--- src/design/abg_pkg.sv ---
// shared types and constants for the alpha-beta-gamma tracker
`timescale 1ns / 1ps
package abg_pkg;

	// width of the second operand of the shared multiply/divide unit (holds dt squared)
	localparam int OPB_BITS = 32;

	// width of the step time field
	localparam int STEP_BITS = 16;

	// width of the measured and estimated position fields
	localparam int POS_BITS = 32;

	// configuration register indexes
	localparam logic [1:0] REG_ALPHA = 2'd0;
	localparam logic [1:0] REG_BETA  = 2'd1;
	localparam logic [1:0] REG_GAMMA = 2'd2;

	// operation codes of the shared unit
	localparam logic OP_MUL = 1'b0;
	localparam logic OP_DIV = 1'b1;

	// command from the sequencer to the shared unit
	typedef struct packed {
		logic start;
		logic op;
	} abg_cmd_t;

endpackage

--- src/design/alpha_beta_gamma_tracker_unit.sv ---
// alpha-beta-gamma tracking filter top level with sequencer and state
`timescale 1ns / 1ps
// One-axis alpha-beta-gamma tracker. Position, velocity and acceleration are
// signed fixed point with FRACTION_BITS fraction bits, cleared at reset; gains
// are unsigned Q0.GAIN_BITS registers written through the cfg port (index 0
// alpha, 1 beta, 2 gamma). Each transfer on the input channel yields exactly one
// result. For a nonzero step, six multiplies and two divides run one after
// another on a single bit-serial multiply/divide unit, one bit per cycle. A zero
// step holds the state and sets step_error. in_ready is high only while the
// sequencer is idle; a finished result waits in the output register.
module alpha_beta_gamma_tracker_unit #(
	parameter int FRACTION_BITS = 16,
	parameter int GAIN_BITS     = 16
) (
	input  logic                                clk,
	input  logic                                arst_n,
	input  logic                                cfg_valid,
	output logic                                cfg_ready,
	input  logic [1:0]                          cfg_index,
	input  logic [GAIN_BITS-1:0]                cfg_data,
	input  logic                                in_valid,
	output logic                                in_ready,
	input  logic [abg_pkg::STEP_BITS-1:0]       step_time,
	input  logic signed [abg_pkg::POS_BITS-1:0] measured_position,
	output logic                                out_valid,
	input  logic                                out_ready,
	output logic signed [abg_pkg::POS_BITS-1:0] estimated_position,
	output logic                                step_error
);
	import abg_pkg::*;

	localparam int SW = POS_BITS + FRACTION_BITS;
	localparam int MW = SW + 1;
	localparam int PW = MW + OPB_BITS;
	localparam logic [SW-1:0] SMAX = {1'b0, {(SW-1){1'b1}}};
	localparam logic [PW-1:0] SMAX_W = {{(PW-SW){1'b0}}, SMAX};
	localparam logic [PW-1:0] TWO_SMAX = (PW'(1) << SW) - PW'(2);
	localparam logic [GAIN_BITS-1:0] ALPHA_RST = GAIN_BITS'((64'd1 << GAIN_BITS) / 2);
	localparam logic [GAIN_BITS-1:0] BETA_RST  = GAIN_BITS'(((64'd4 << GAIN_BITS) + 5) / 10);
	localparam logic [GAIN_BITS-1:0] GAMMA_RST = GAIN_BITS'(((64'd1 << GAIN_BITS) + 5) / 10);

	// sequencer states
	localparam logic [3:0] ST_IDLE = 4'd0;
	localparam logic [3:0] ST_HALF = 4'd1;
	localparam logic [3:0] ST_VT   = 4'd2;
	localparam logic [3:0] ST_AT   = 4'd3;
	localparam logic [3:0] ST_RES  = 4'd4;
	localparam logic [3:0] ST_GA   = 4'd5;
	localparam logic [3:0] ST_GB   = 4'd6;
	localparam logic [3:0] ST_DB   = 4'd7;
	localparam logic [3:0] ST_GG   = 4'd8;
	localparam logic [3:0] ST_DG   = 4'd9;
	localparam logic [3:0] ST_FIN  = 4'd10;

	logic [3:0] state_q;
	logic       wait_q;
	logic       err_q;

	logic [GAIN_BITS-1:0] alpha_q, beta_q, gamma_q;
	logic signed [SW-1:0] p_q, v_q, a_q;
	logic [STEP_BITS-1:0]  dt_q;
	logic [OPB_BITS-1:0]   dt2_q;
	logic signed [POS_BITS-1:0] meas_q;
	logic signed [SW-1:0] half_q, vt_q, pp_q, pv_q;
	logic [SW-1:0]        rm_q, gpb_q, gpg_q;
	logic                 rn_q;

	logic                 out_valid_q;
	logic [POS_BITS-1:0]  est_q;
	logic                 serr_q;

	abg_cmd_t            cmd;
	logic [MW-1:0]       opa;
	logic [OPB_BITS-1:0] opb;
	logic                done;
	logic [PW-1:0]       prod;

	logic                    op_state;
	logic                    step_done;
	logic [PW-1:0]           hm;
	logic [SW-1:0]           gp;
	logic [PW-1:0]           quo;
	logic signed [SW+1:0]    r_full;
	logic [SW+1:0]           r_mag;
	logic [SW-1:0]           p_mag;
	logic [POS_BITS-1:0]     p_int;
	logic                    out_free;

	// magnitude of a state value
	function automatic logic [SW-1:0] mag(input logic signed [SW-1:0] x);
		return x[SW-1] ? SW'(-x) : SW'(x);
	endfunction

	// clamp a magnitude to the state range and restore its sign
	function automatic logic signed [SW-1:0] capped(input logic [PW-1:0] m, input logic neg);
		logic [SW-1:0] mc;
		mc = (m > SMAX_W) ? SMAX : m[SW-1:0];
		return neg ? $signed(-mc) : $signed(mc);
	endfunction

	// sign extend a state value by two bits
	function automatic logic signed [SW+1:0] ext(input logic signed [SW-1:0] x);
		return {{2{x[SW-1]}}, x};
	endfunction

	// saturate a widened sum to the state range
	function automatic logic signed [SW-1:0] sat(input logic signed [SW+1:0] x);
		logic signed [SW-1:0] r;
		if (x > ext($signed(SMAX))) begin
			r = $signed(SMAX);
		end else if (x < ext($signed(~SMAX))) begin
			r = $signed(~SMAX);
		end else begin
			r = x[SW-1:0];
		end
		return r;
	endfunction

	// shared multiply/divide unit
	abg_muldiv #(
		.MW(MW)
	) u_muldiv (
		.clk    (clk),
		.arst_n (arst_n),
		.cmd    (cmd),
		.opa    (opa),
		.opb    (opb),
		.done   (done),
		.result (prod)
	);

	// operand selection per sequencer state
	always_comb begin
		op_state = 1'b0;
		cmd.op   = OP_MUL;
		opa      = '0;
		opb      = '0;
		case (state_q)
			ST_HALF: begin
				op_state = 1'b1;
				opa = {1'b0, mag(a_q)};
				opb = dt2_q;
			end
			ST_VT: begin
				op_state = 1'b1;
				opa = {1'b0, mag(v_q)};
				opb = {{(OPB_BITS-STEP_BITS){1'b0}}, dt_q};
			end
			ST_AT: begin
				op_state = 1'b1;
				opa = {1'b0, mag(a_q)};
				opb = {{(OPB_BITS-STEP_BITS){1'b0}}, dt_q};
			end
			ST_GA: begin
				op_state = 1'b1;
				opa = {1'b0, rm_q};
				opb = {{(OPB_BITS-GAIN_BITS){1'b0}}, alpha_q};
			end
			ST_GB: begin
				op_state = 1'b1;
				opa = {1'b0, rm_q};
				opb = {{(OPB_BITS-GAIN_BITS){1'b0}}, beta_q};
			end
			ST_DB: begin
				op_state = 1'b1;
				cmd.op = OP_DIV;
				opa = {1'b0, gpb_q};
				opb = {{(OPB_BITS-STEP_BITS){1'b0}}, dt_q};
			end
			ST_GG: begin
				op_state = 1'b1;
				opa = {1'b0, rm_q};
				opb = {{(OPB_BITS-GAIN_BITS){1'b0}}, gamma_q};
			end
			ST_DG: begin
				op_state = 1'b1;
				cmd.op = OP_DIV;
				opa = {gpg_q, 1'b0};
				opb = dt2_q;
			end
			default: begin
				op_state = 1'b0;
			end
		endcase
		cmd.start = op_state && !wait_q;
		step_done = op_state && done;
	end

	// result shaping
	always_comb begin
		hm     = (prod > TWO_SMAX) ? SMAX_W : (prod >> 1);
		gp     = prod[GAIN_BITS +: SW];
		quo    = {{OPB_BITS{1'b0}}, prod[MW-1:0]};
		r_full = ext($signed({meas_q, {FRACTION_BITS{1'b0}}})) - ext(pp_q);
		r_mag  = r_full[SW+1] ? SW'(0) + (-r_full) : r_full;
		p_mag  = mag(p_q);
		p_int  = p_q[SW-1] ? -p_mag[SW-1:FRACTION_BITS] : p_mag[SW-1:FRACTION_BITS];
		out_free = !out_valid_q || out_ready;
	end

	// gain registers
	always_ff @(posedge clk or negedge arst_n) begin
		if (!arst_n) begin
			alpha_q <= ALPHA_RST;
			beta_q  <= BETA_RST;
			gamma_q <= GAMMA_RST;
		end else if (cfg_valid) begin
			case (cfg_index)
				REG_ALPHA: alpha_q <= cfg_data;
				REG_BETA:  beta_q  <= cfg_data;
				REG_GAMMA: gamma_q <= cfg_data;
				default:   alpha_q <= alpha_q;
			endcase
		end
	end

	// sequencer and filter state
	always_ff @(posedge clk or negedge arst_n) begin
		if (!arst_n) begin
			state_q     <= ST_IDLE;
			wait_q      <= 1'b0;
			err_q       <= 1'b0;
			p_q         <= '0;
			v_q         <= '0;
			a_q         <= '0;
			out_valid_q <= 1'b0;
		end else begin
			if (cmd.start) begin
				wait_q <= 1'b1;
			end else if (step_done) begin
				wait_q <= 1'b0;
			end
			// output register: load a finished result or drop a taken one
			if (state_q == ST_FIN && out_free) begin
				out_valid_q <= 1'b1;
			end else if (out_ready) begin
				out_valid_q <= 1'b0;
			end
			case (state_q)
				ST_IDLE: begin
					if (in_valid) begin
						err_q   <= (step_time == '0);
						state_q <= (step_time == '0) ? ST_FIN : ST_HALF;
					end
				end
				ST_HALF: if (step_done) state_q <= ST_VT;
				ST_VT:   if (step_done) state_q <= ST_AT;
				ST_AT:   if (step_done) state_q <= ST_RES;
				ST_RES:  state_q <= ST_GA;
				ST_GA: begin
					if (step_done) begin
						p_q     <= sat(ext(pp_q) + ext(capped({{(PW-SW){1'b0}}, gp}, rn_q)));
						state_q <= ST_GB;
					end
				end
				ST_GB:   if (step_done) state_q <= ST_DB;
				ST_DB: begin
					if (step_done) begin
						v_q     <= sat(ext(pv_q) + ext(capped(quo, rn_q)));
						state_q <= ST_GG;
					end
				end
				ST_GG:   if (step_done) state_q <= ST_DG;
				ST_DG: begin
					if (step_done) begin
						a_q     <= sat(ext(a_q) + ext(capped(quo, rn_q)));
						state_q <= ST_FIN;
					end
				end
				ST_FIN: begin
					if (out_free) begin
						state_q <= ST_IDLE;
					end
				end
				default: state_q <= ST_IDLE;
			endcase
		end
	end

	// datapath registers
	always_ff @(posedge clk) begin
		if (state_q == ST_IDLE && in_valid) begin
			dt_q   <= step_time;
			dt2_q  <= OPB_BITS'(step_time) * OPB_BITS'(step_time);
			meas_q <= measured_position;
		end
		if (state_q == ST_HALF && step_done) begin
			half_q <= capped(hm, a_q[SW-1]);
		end
		if (state_q == ST_VT && step_done) begin
			vt_q <= capped(prod, v_q[SW-1]);
		end
		if (state_q == ST_AT && step_done) begin
			pp_q <= sat(ext(p_q) + ext(vt_q) + ext(half_q));
			pv_q <= sat(ext(v_q) + ext(capped(prod, a_q[SW-1])));
		end
		if (state_q == ST_RES) begin
			rm_q <= r_mag[SW-1:0];
			rn_q <= r_full[SW+1];
		end
		if (state_q == ST_GB && step_done) begin
			gpb_q <= gp;
		end
		if (state_q == ST_GG && step_done) begin
			gpg_q <= gp;
		end
		if (state_q == ST_FIN && out_free) begin
			est_q  <= p_int;
			serr_q <= err_q;
		end
	end

	assign cfg_ready          = 1'b1;
	assign in_ready           = (state_q == ST_IDLE);
	assign out_valid          = out_valid_q;
	assign estimated_position = $signed(est_q);
	assign step_error         = serr_q;

endmodule

--- src/design/abg_muldiv.sv ---
// shared bit-serial unsigned multiplier and restoring divider
`timescale 1ns / 1ps
module abg_muldiv #(
	parameter int MW = 49
) (
	input  logic                         clk,
	input  logic                         arst_n,
	input  abg_pkg::abg_cmd_t            cmd,
	input  logic [MW-1:0]                opa,
	input  logic [abg_pkg::OPB_BITS-1:0] opb,
	output logic                         done,
	output logic [MW+abg_pkg::OPB_BITS-1:0] result
);
	import abg_pkg::*;

	localparam int PW = MW + OPB_BITS;
	localparam int CW = $clog2(MW);

	logic          busy_q;
	logic          op_q;
	logic          done_q;
	logic [CW-1:0] cnt_q;
	logic [MW-1:0] a_q;
	logic [OPB_BITS-1:0] b_q;
	logic [PW-1:0] p_q;

	logic [MW:0]         mul_sum;
	logic [OPB_BITS:0]   rem_sh;
	logic                rem_ge;
	logic [OPB_BITS:0]   rem_diff;
	logic [OPB_BITS-1:0] rem_new;
	logic [PW-1:0]       p_next;

	// one multiplier bit or one quotient bit per cycle
	always_comb begin
		mul_sum  = {1'b0, p_q[PW-1:OPB_BITS]} + (p_q[0] ? {1'b0, a_q} : '0);
		rem_sh   = {p_q[PW-1:MW], p_q[MW-1]};
		rem_ge   = rem_sh >= {1'b0, b_q};
		rem_diff = rem_sh - {1'b0, b_q};
		rem_new  = rem_ge ? rem_diff[OPB_BITS-1:0] : rem_sh[OPB_BITS-1:0];
		if (op_q == OP_DIV) begin
			p_next = {rem_new, p_q[MW-2:0], rem_ge};
		end else begin
			p_next = {mul_sum, p_q[OPB_BITS-1:1]};
		end
	end

	// control
	always_ff @(posedge clk or negedge arst_n) begin
		if (!arst_n) begin
			busy_q <= 1'b0;
			done_q <= 1'b0;
			cnt_q  <= '0;
			op_q   <= OP_MUL;
		end else begin
			done_q <= 1'b0;
			if (cmd.start) begin
				busy_q <= 1'b1;
				op_q   <= cmd.op;
				cnt_q  <= (cmd.op == OP_DIV) ? CW'(MW - 1) : CW'(OPB_BITS - 1);
			end else if (busy_q) begin
				cnt_q <= cnt_q - CW'(1);
				if (cnt_q == '0) begin
					busy_q <= 1'b0;
					done_q <= 1'b1;
				end
			end
		end
	end

	// datapath
	always_ff @(posedge clk) begin
		if (cmd.start) begin
			a_q <= opa;
			b_q <= opb;
			if (cmd.op == OP_DIV) begin
				p_q <= {{OPB_BITS{1'b0}}, opa};
			end else begin
				p_q <= {{MW{1'b0}}, opb};
			end
		end else if (busy_q) begin
			p_q <= p_next;
		end
	end

	assign done   = done_q;
	assign result = p_q;

endmodule
--- config.mk ---
export PLATFORM = sky130hd
export DESIGN_NAME = alpha_beta_gamma_tracker_unit
export DESIGN_NICKNAME = d
export VERILOG_FILES = /design/src/design/abg_pkg.sv /design/src/design/alpha_beta_gamma_tracker_unit.sv /design/src/design/abg_muldiv.sv
export SDC_FILE = /design/constraint.sdc
export NUM_CORES = 2
export LEC_CHECK = 0
export BUFFER_PORTS_ARGS = -buffer_cell sky130_fd_sc_hd__buf_2
export CAP_MARGIN = 25
export CORE_AREA = 4 4 484 486
export DETAILED_ROUTE_END_ITERATION = 12
export DIE_AREA = 0 0 488 490
export PLACE_DENSITY_LB_ADDON = 0.3
export SYNTH_ARGS = -nofsm -noshare
export SYNTH_HDL_FRONTEND = slang
export SYNTH_HIERARCHICAL = 1
export SYNTH_SLANG_ARGS = --single-unit
--- constraint.sdc ---
create_clock -name clk -period 24.6 [get_ports clk]
set_input_delay 1.23 -clock clk [delete_from_list [all_inputs] [get_ports clk]]
set_output_delay 1.23 -clock clk [all_outputs]
set_load 0.005 [all_outputs]
# After elaboration in Yosys (flattened, before gate mapping)
# Index checks and enable logic that the tools add are counted.
# W data, S select, Z words.
dict set report word_totals {
  register_bits 820
}
dict set report classes {
  mul 1
  eq_ne 22
  muxes 58
  reduce_logical 33
  magnitude_cmp 16
  addsub 19
}
# cell n
set ops {}
lappend ops {{$mux W48} 21}
lappend ops {{$neg A48 Y48} 8}
lappend ops {{$add A48 B48 Y49} 5}
lappend ops {{$pmux W49 S5} 1}
lappend ops {{$mux W81} 3}
lappend ops {{$gt A49 B48 Y1 const B} 4}
lappend ops {{$lt A49 B48 Y1 const B} 4}
lappend ops {{$pmux W32 S5} 1}
lappend ops {{$mux W49} 2}
lappend ops {{$gt A81 B47 Y1 const B} 1}
lappend ops {{$gt A81 B48 Y1 const B} 1}
lappend ops {{$gt A80 B47 Y1 const B} 1}
lappend ops {{$mux W80} 1}
lappend ops {{$mux W32} 2}
lappend ops {{$add A49 B48 Y50} 1}
lappend ops {{$add A49 B49 Y50} 1}
lappend ops {{$gt A50 B48 Y1 const B} 1}
lappend ops {{$lt A50 B48 Y1 const B} 1}
lappend ops {{$gt A49 B47 Y1 const B} 1}
lappend ops {{$sub A48 B48 Y49} 1}
lappend ops {{$gt A48 B47 Y1 const B} 1}
lappend ops {{$mux W4} 11}
lappend ops {{$pmux W4 S11} 1}
lappend ops {{$ge A33 B32 Y1} 1}
lappend ops {{other kinds (26)} 74}

# Depth between registers and ports, before layout
dict set report logic_depth {
  depth_word 8
  depth_mapped 34
}

# Modules after synthesis
# The synthesis kept the hierarchy.
# mod seq_area_each_um2 n_inst area_each_um2 cells_per_inst
set by_module_without_submodules {}
lappend by_module_without_submodules {alpha_beta_gamma_tracker_unit 18452.7 1 56500.4 6268}
lappend by_module_without_submodules {abg_muldiv 5089.9 1 12194.2 1241}

# Worst setup path before layout
# No wires, ideal clock.
dict set report synth_timing {
  path_type {reg2reg}
  from {reg state_q[1]}
  to {reg u_muldiv.p_q[0] (netlist: u_muldiv/result[0]) (enable)}
  path_buffers 4
  slack_ps 16703
  t_arrival_ps 7462
  setup_ps 435
  path_stages_with_launch 10
  period_less_slack_ps 7897
  path_cell_list {dfrtp_1 clkbuf_1 nor2_1 clkbuf_1 nand2_1 a21oi_1 clkbuf_1 clkbuf_1 nor2_1 inv_1}
}
# element line_no
set synth_lines {}
lappend synth_lines {{from (decl)} alpha_beta_gamma_tracker_unit.sv:55} ;# logic [3:0] state_q;
lappend synth_lines {{from (signal assigned)} alpha_beta_gamma_tracker_unit.sv:243} ;# state_q <= (step_time == '0) ? ST_FIN : ST_HALF;
lappend synth_lines {{to (signal assigned)} abg_muldiv.sv:77} ;# p_q <= {{OPB_BITS{1'b0}}, opa};
lappend synth_lines {{to (signal assigned)} abg_muldiv.sv:79} ;# p_q <= {{MW{1'b0}}, opb};
lappend synth_lines {{to (signal assigned)} abg_muldiv.sv:82} ;# p_q <= p_next;
lappend synth_lines {{to (decl)} abg_muldiv.sv:25} ;# logic [PW-1:0] p_q;

# Final worst setup path
dict set report layout_timing {
  from {reg u_muldiv.p_q[54] (netlist: u_muldiv/result[54])}
  to {reg pv_q[24], data pin}
}
dict set report layout_between {
  elab_chain_len 7
  word_cells_on_any_way 8
  cone_classes {add/sub (2); order compare (3); mux (3)}
}
# element line_no
set layout_rtl {}
lappend layout_rtl {{$gt A81 B47 Y1 (*)} alpha_beta_gamma_tracker_unit.sv:97} ;# mc = (m > SMAX_W) ? SMAX : m[SW-1:0];
lappend layout_rtl {{$mux W48 (*)} alpha_beta_gamma_tracker_unit.sv:97}
lappend layout_rtl {{$neg A48 Y48} alpha_beta_gamma_tracker_unit.sv:98} ;# return neg ? $signed(-mc) : $signed(mc);
lappend layout_rtl {{$mux W48 (*)} alpha_beta_gamma_tracker_unit.sv:98}
lappend layout_rtl {{$add A48 B48 Y49 (*)} alpha_beta_gamma_tracker_unit.sv:295} ;# pv_q <= sat(ext(v_q) + ext(capped(prod, a_q[SW-1])));
lappend layout_rtl {{$lt A49 B48 Y1} alpha_beta_gamma_tracker_unit.sv:111} ;# end else if (x < ext($signed(~SMAX))) begin
lappend layout_rtl {{$mux W48} alpha_beta_gamma_tracker_unit.sv:111}
lappend layout_rtl {{to (signal assigned)} alpha_beta_gamma_tracker_unit.sv:295}
lappend layout_rtl {{to (decl)} alpha_beta_gamma_tracker_unit.sv:64} ;# logic signed [SW-1:0] half_q, vt_q, pp_q, pv_q;
# Every way passes the cells marked *; elsewhere a longest branch is shown, timed or not.
# A chain may end at the register's enable or synchronous reset.

==> flow_metrics.py <==
metrics = {
    "clocking": {
        "cts_resized": 0,
        "cts_hold_buf": 0,
        "cts_buffers": 96,
        "cts_setup_buffers": 0,
        "clk_latency_ps": 750,
        "ctsRootBufferMaster": "clkbuf_16",
        "htree_levels": 3,
        "cts_buffer_depth": 3,
        "clkSlewWorstSetupHoldPaths_ps": 60,
        "clock_sink_count": 818,
        "cts_tree": "done",
    },
    "timing": {
        "tightest_slew_ps": 1510,
        "final-hold-violation-count": 0,
        "slew_headroom_pct": -0.861,
        "drv_slew": 1,
        "final.setup.tns_ps": 0,
        "hold-worst-slack_ps": 498,
        "fmax_ghz": 0.115,
        "fin_worst_skew_ps": 30.2,
        "rsz0062_at_grt": "false",
        "setup_viol": 0,
        "min_period_ps": 8720,
        "fin_crit_sh_pct": 35.5,
    },
    "critical_path": {
        "cp_data_required_time_ps": 25190,
        "end_kind": "flip-flop",
        "critPathMaxStageDelay_ps": 580,
        "worstRegToRegCells": 28,
        "path_class": "flip-flop to flip-flop",
        "arrival_ps": 9310,
        "cp-start-kind": "flip-flop",
        "worst_path_max_delay_cell": "or4_1",
        "worst-path-max-fanout": 25,
    },
    "finish": {
        "layout.nets": 8202,
        "nFillCells": 23600,
        "layout_commonest_cell": "nand2_1",
        "final_core_util_pct": 33.1,
        "register_area_um2": 23500,
        "area_growth_pct": 10.8,
        "drive_gt1_share_pct": 8.01,
        "layout_common_cells": "631 x nand2_1, 610 x edfxtp_1, 604 x a21oi_1",
        "multi_input_area_um2": 42300,
    },
    "power": {
        "p_clk_share_pct": 16.3,
        "power_density_nw_per_um2": 120,
        "p_sw_share_pct": 48.6,
        "p_sw_mw": 4.43,
        "p_leak_nw": 30.3,
        "ir_worst_vdd_v": 0.0000719,
        "combPwrFrac_pct": 59.7,
        "seqPwrFrac_pct": 24.0,
        "p_int_mw": 4.69,
    },
    "synth": {
        "synth_nets": 8263,
        "synth-seq-cells": 818,
        "synth_area_um2": 68700,
        "ys.flop_type": "edfxtp_1",
        "ys_seq_area_share_pct": 34.3,
        "synth_area_per_cell_um2": 9.15,
        "ys_warn_count": 6,
        "synth_cell_types": 103,
        "synth-edff-count": 610,
        "async_reset_ff_share_pct": 25.4,
        "syn_inst": 7509,
    },
    "global_routing": {
        "grtUsageTotal_pct": 22.1,
        "grt_antenna_before_repair": 25,
        "grt_remaining_overflow": 0,
        "grt_pass1_vias": 57500,
        "grt_pass1_wl_um": 396000,
        "grt_max_degree": 141,
    },
    "place": {
        "portBuffers": 105,
        "hpwl_um": 213000,
        "gp_congestion": 1.00,
    },
    "routing": {
        "dr_total_vias": 60800,
        "drc": 0,
        "wirelength_um": 275000,
        "ant_nets": 0,
        "drt_iter0_drc": 7263,
        "via_per_inst": 5.76,
        "wl_per_cell_um": 26.0,
        "dr.pass1.iters": 7,
    },
    "status": {
        "status": "complete, but fails checks",
        "violations": "slew limit",
    },
    "floorplanning": {
        "start_util_pct": 29.9,
        "io_pins": 107,
        "die_h_um": 490,
        "die_w_um": 488,
        "die_area_um2": 239000,
        "rows": 176,
        "coreArea_um2": 230000,
    },
    "worst_hold_path": {
        "hold_class": "flip-flop to flip-flop",
        "hold_path_depth": 0,
    },
    "run": {
        "cap_violations": 0,
    },
}
[final cells by class]
cell class,instances,share of cell area (%)
clock inverters,47,0.692
flip-flops and latches,818,30.9
well taps,3026,4.97
clock buffers,132,3.51
diodes,6,0.0197
repair buffers,253,2.26
inverters,401,1.98
multi-input cells,5878,55.6
[cell usage after synthesis, types with 72 or more instances]
library cell | number | area, µm²
nand4_1 | 88 | 551
nor2_1 | 614 | 2300
or3_1 | 74 | 463
xnor2_1 | 285 | 2500
o21ai_0 | 486 | 2430
o311ai_0 | 72 | 631
dfrtp_1 | 192 | 4800
clkbuf_1 | 352 | 1320
edfxtp_1 | 610 | 18300
inv_1 | 399 | 1500
nor3_1 | 139 | 696
and2_1 | 146 | 913
nand2_1 | 631 | 2370
xor2_1 | 303 | 2650
nand2b_1 | 74 | 463
nor2b_1 | 81 | 507
ha_1 | 464 | 5810
a211oi_1 | 79 | 593
nand3_1 | 187 | 936
a21o_1 | 224 | 1680
a21oi_1 | 607 | 3040
fa_1 | 219 | 4380
[power by group through the flow]
| stage | logic, mW | registers (mW) | clock network, mW |
|---|---|---|---|
| after floorplan | 3.62 | 2.10 | 0 |
| after global placement | 5.29 | 2.20 | 0 |
| after detailed placement | 5.30 | 2.21 | 0 |
| after CTS | 5.34 | 2.18 | 1.52 |
| after global routing | 5.89 | 2.20 | 1.57 |
| final | 5.45 | 2.19 | 1.49 |
[through the flow]
stage | instances | area, µm² | power [mW] | setup slack, ps
2_1_floorplan | 7509 | 68700 | 5.72 | 16700
3_3_place_gp | 10400 | 72700 | 7.49 | 15650
3_5_place_dp | 10400 | 72800 | 7.50 | 16120
4_1_cts | 10500 | 76000 | 9.03 | 16060
5_1_grt | 10600 | 76100 | 9.66 | 15240
6_report | 10600 | 76100 | 9.12 | 15880
[sequential cells by signal, summed over array words and instances (netlist names), 16 cells and up]
register and cells:
u_muldiv/a_q 49, beta_q 16, v_q 48, u_muldiv/b_q 32, alpha_q 16, meas_q 32, gpb_q 48, estimated_position 32
dt_q 16, p_q 48, dt2_q 30, a_q 48, vt_q 48, pv_q 48, half_q 48, gpg_q 48
u_muldiv/result 81, gamma_q 16, pp_q 48, rm_q 48
[cells by family (layout without fill, tap and decap cells)]
logic type | count (synthesis) | count (layout) | share of synthesized area (%)
buffers and inverters | 813 | 833 | 4.52
multiplexers | 111 | 111 | 1.72
AO/OA/AOI/OAI | 2176 | 2176 | 20.8
adder cells (fa/ha/maj) | 694 | 694 | 15.0
AND/OR/NAND/NOR | 2308 | 2308 | 16.2
flip-flops | 818 | 818 | 34.3
other | 1 | 7 | 0.00546
XOR/XNOR | 588 | 588 | 7.50
[routing by layer]
| metal | GRT usage (%) | routed length, µm | vias up |
|---|---|---|---|
| met4 | 9.10 | 13300 | 14 |
| met3 | 4.50 | 26300 | 533 |
| met1 | 31.7 | 121000 | 29900 |
| li1 | - | - | 27400 |
| met5 | 0 | 109 | - |
| met2 | 32.3 | 114000 | 2952 |
[critical path: cells and delay by family, from the launching register on]
| family | cells | cell delay [ps] |
|---|---|---|
| flops | 1 | 530 |
| simple gates | 16 | 5110 |
| compound gates | 7 | 1330 |
| fa+ha+maj | 2 | 670 |
| buf+inv | 3 | 870 |
[worst paths after layout]
| path | slack (ps) | startpoint | end |
|---|---|---|---|
| max in group asynchronous | 22770 | arst_n | v_q[47] |
| min in group asynchronous | 520 | arst_n | u_muldiv/op_q |
| max | 15880 | u_muldiv/result[54] | pv_q[24] |
| min | 500 | err_q | step_error |
| max reg2reg | 15880 | u_muldiv/result[54] | pv_q[24] |
| min reg2reg | 500 | err_q | step_error |
No activity file was read; power rests on OpenSTA's default activity.
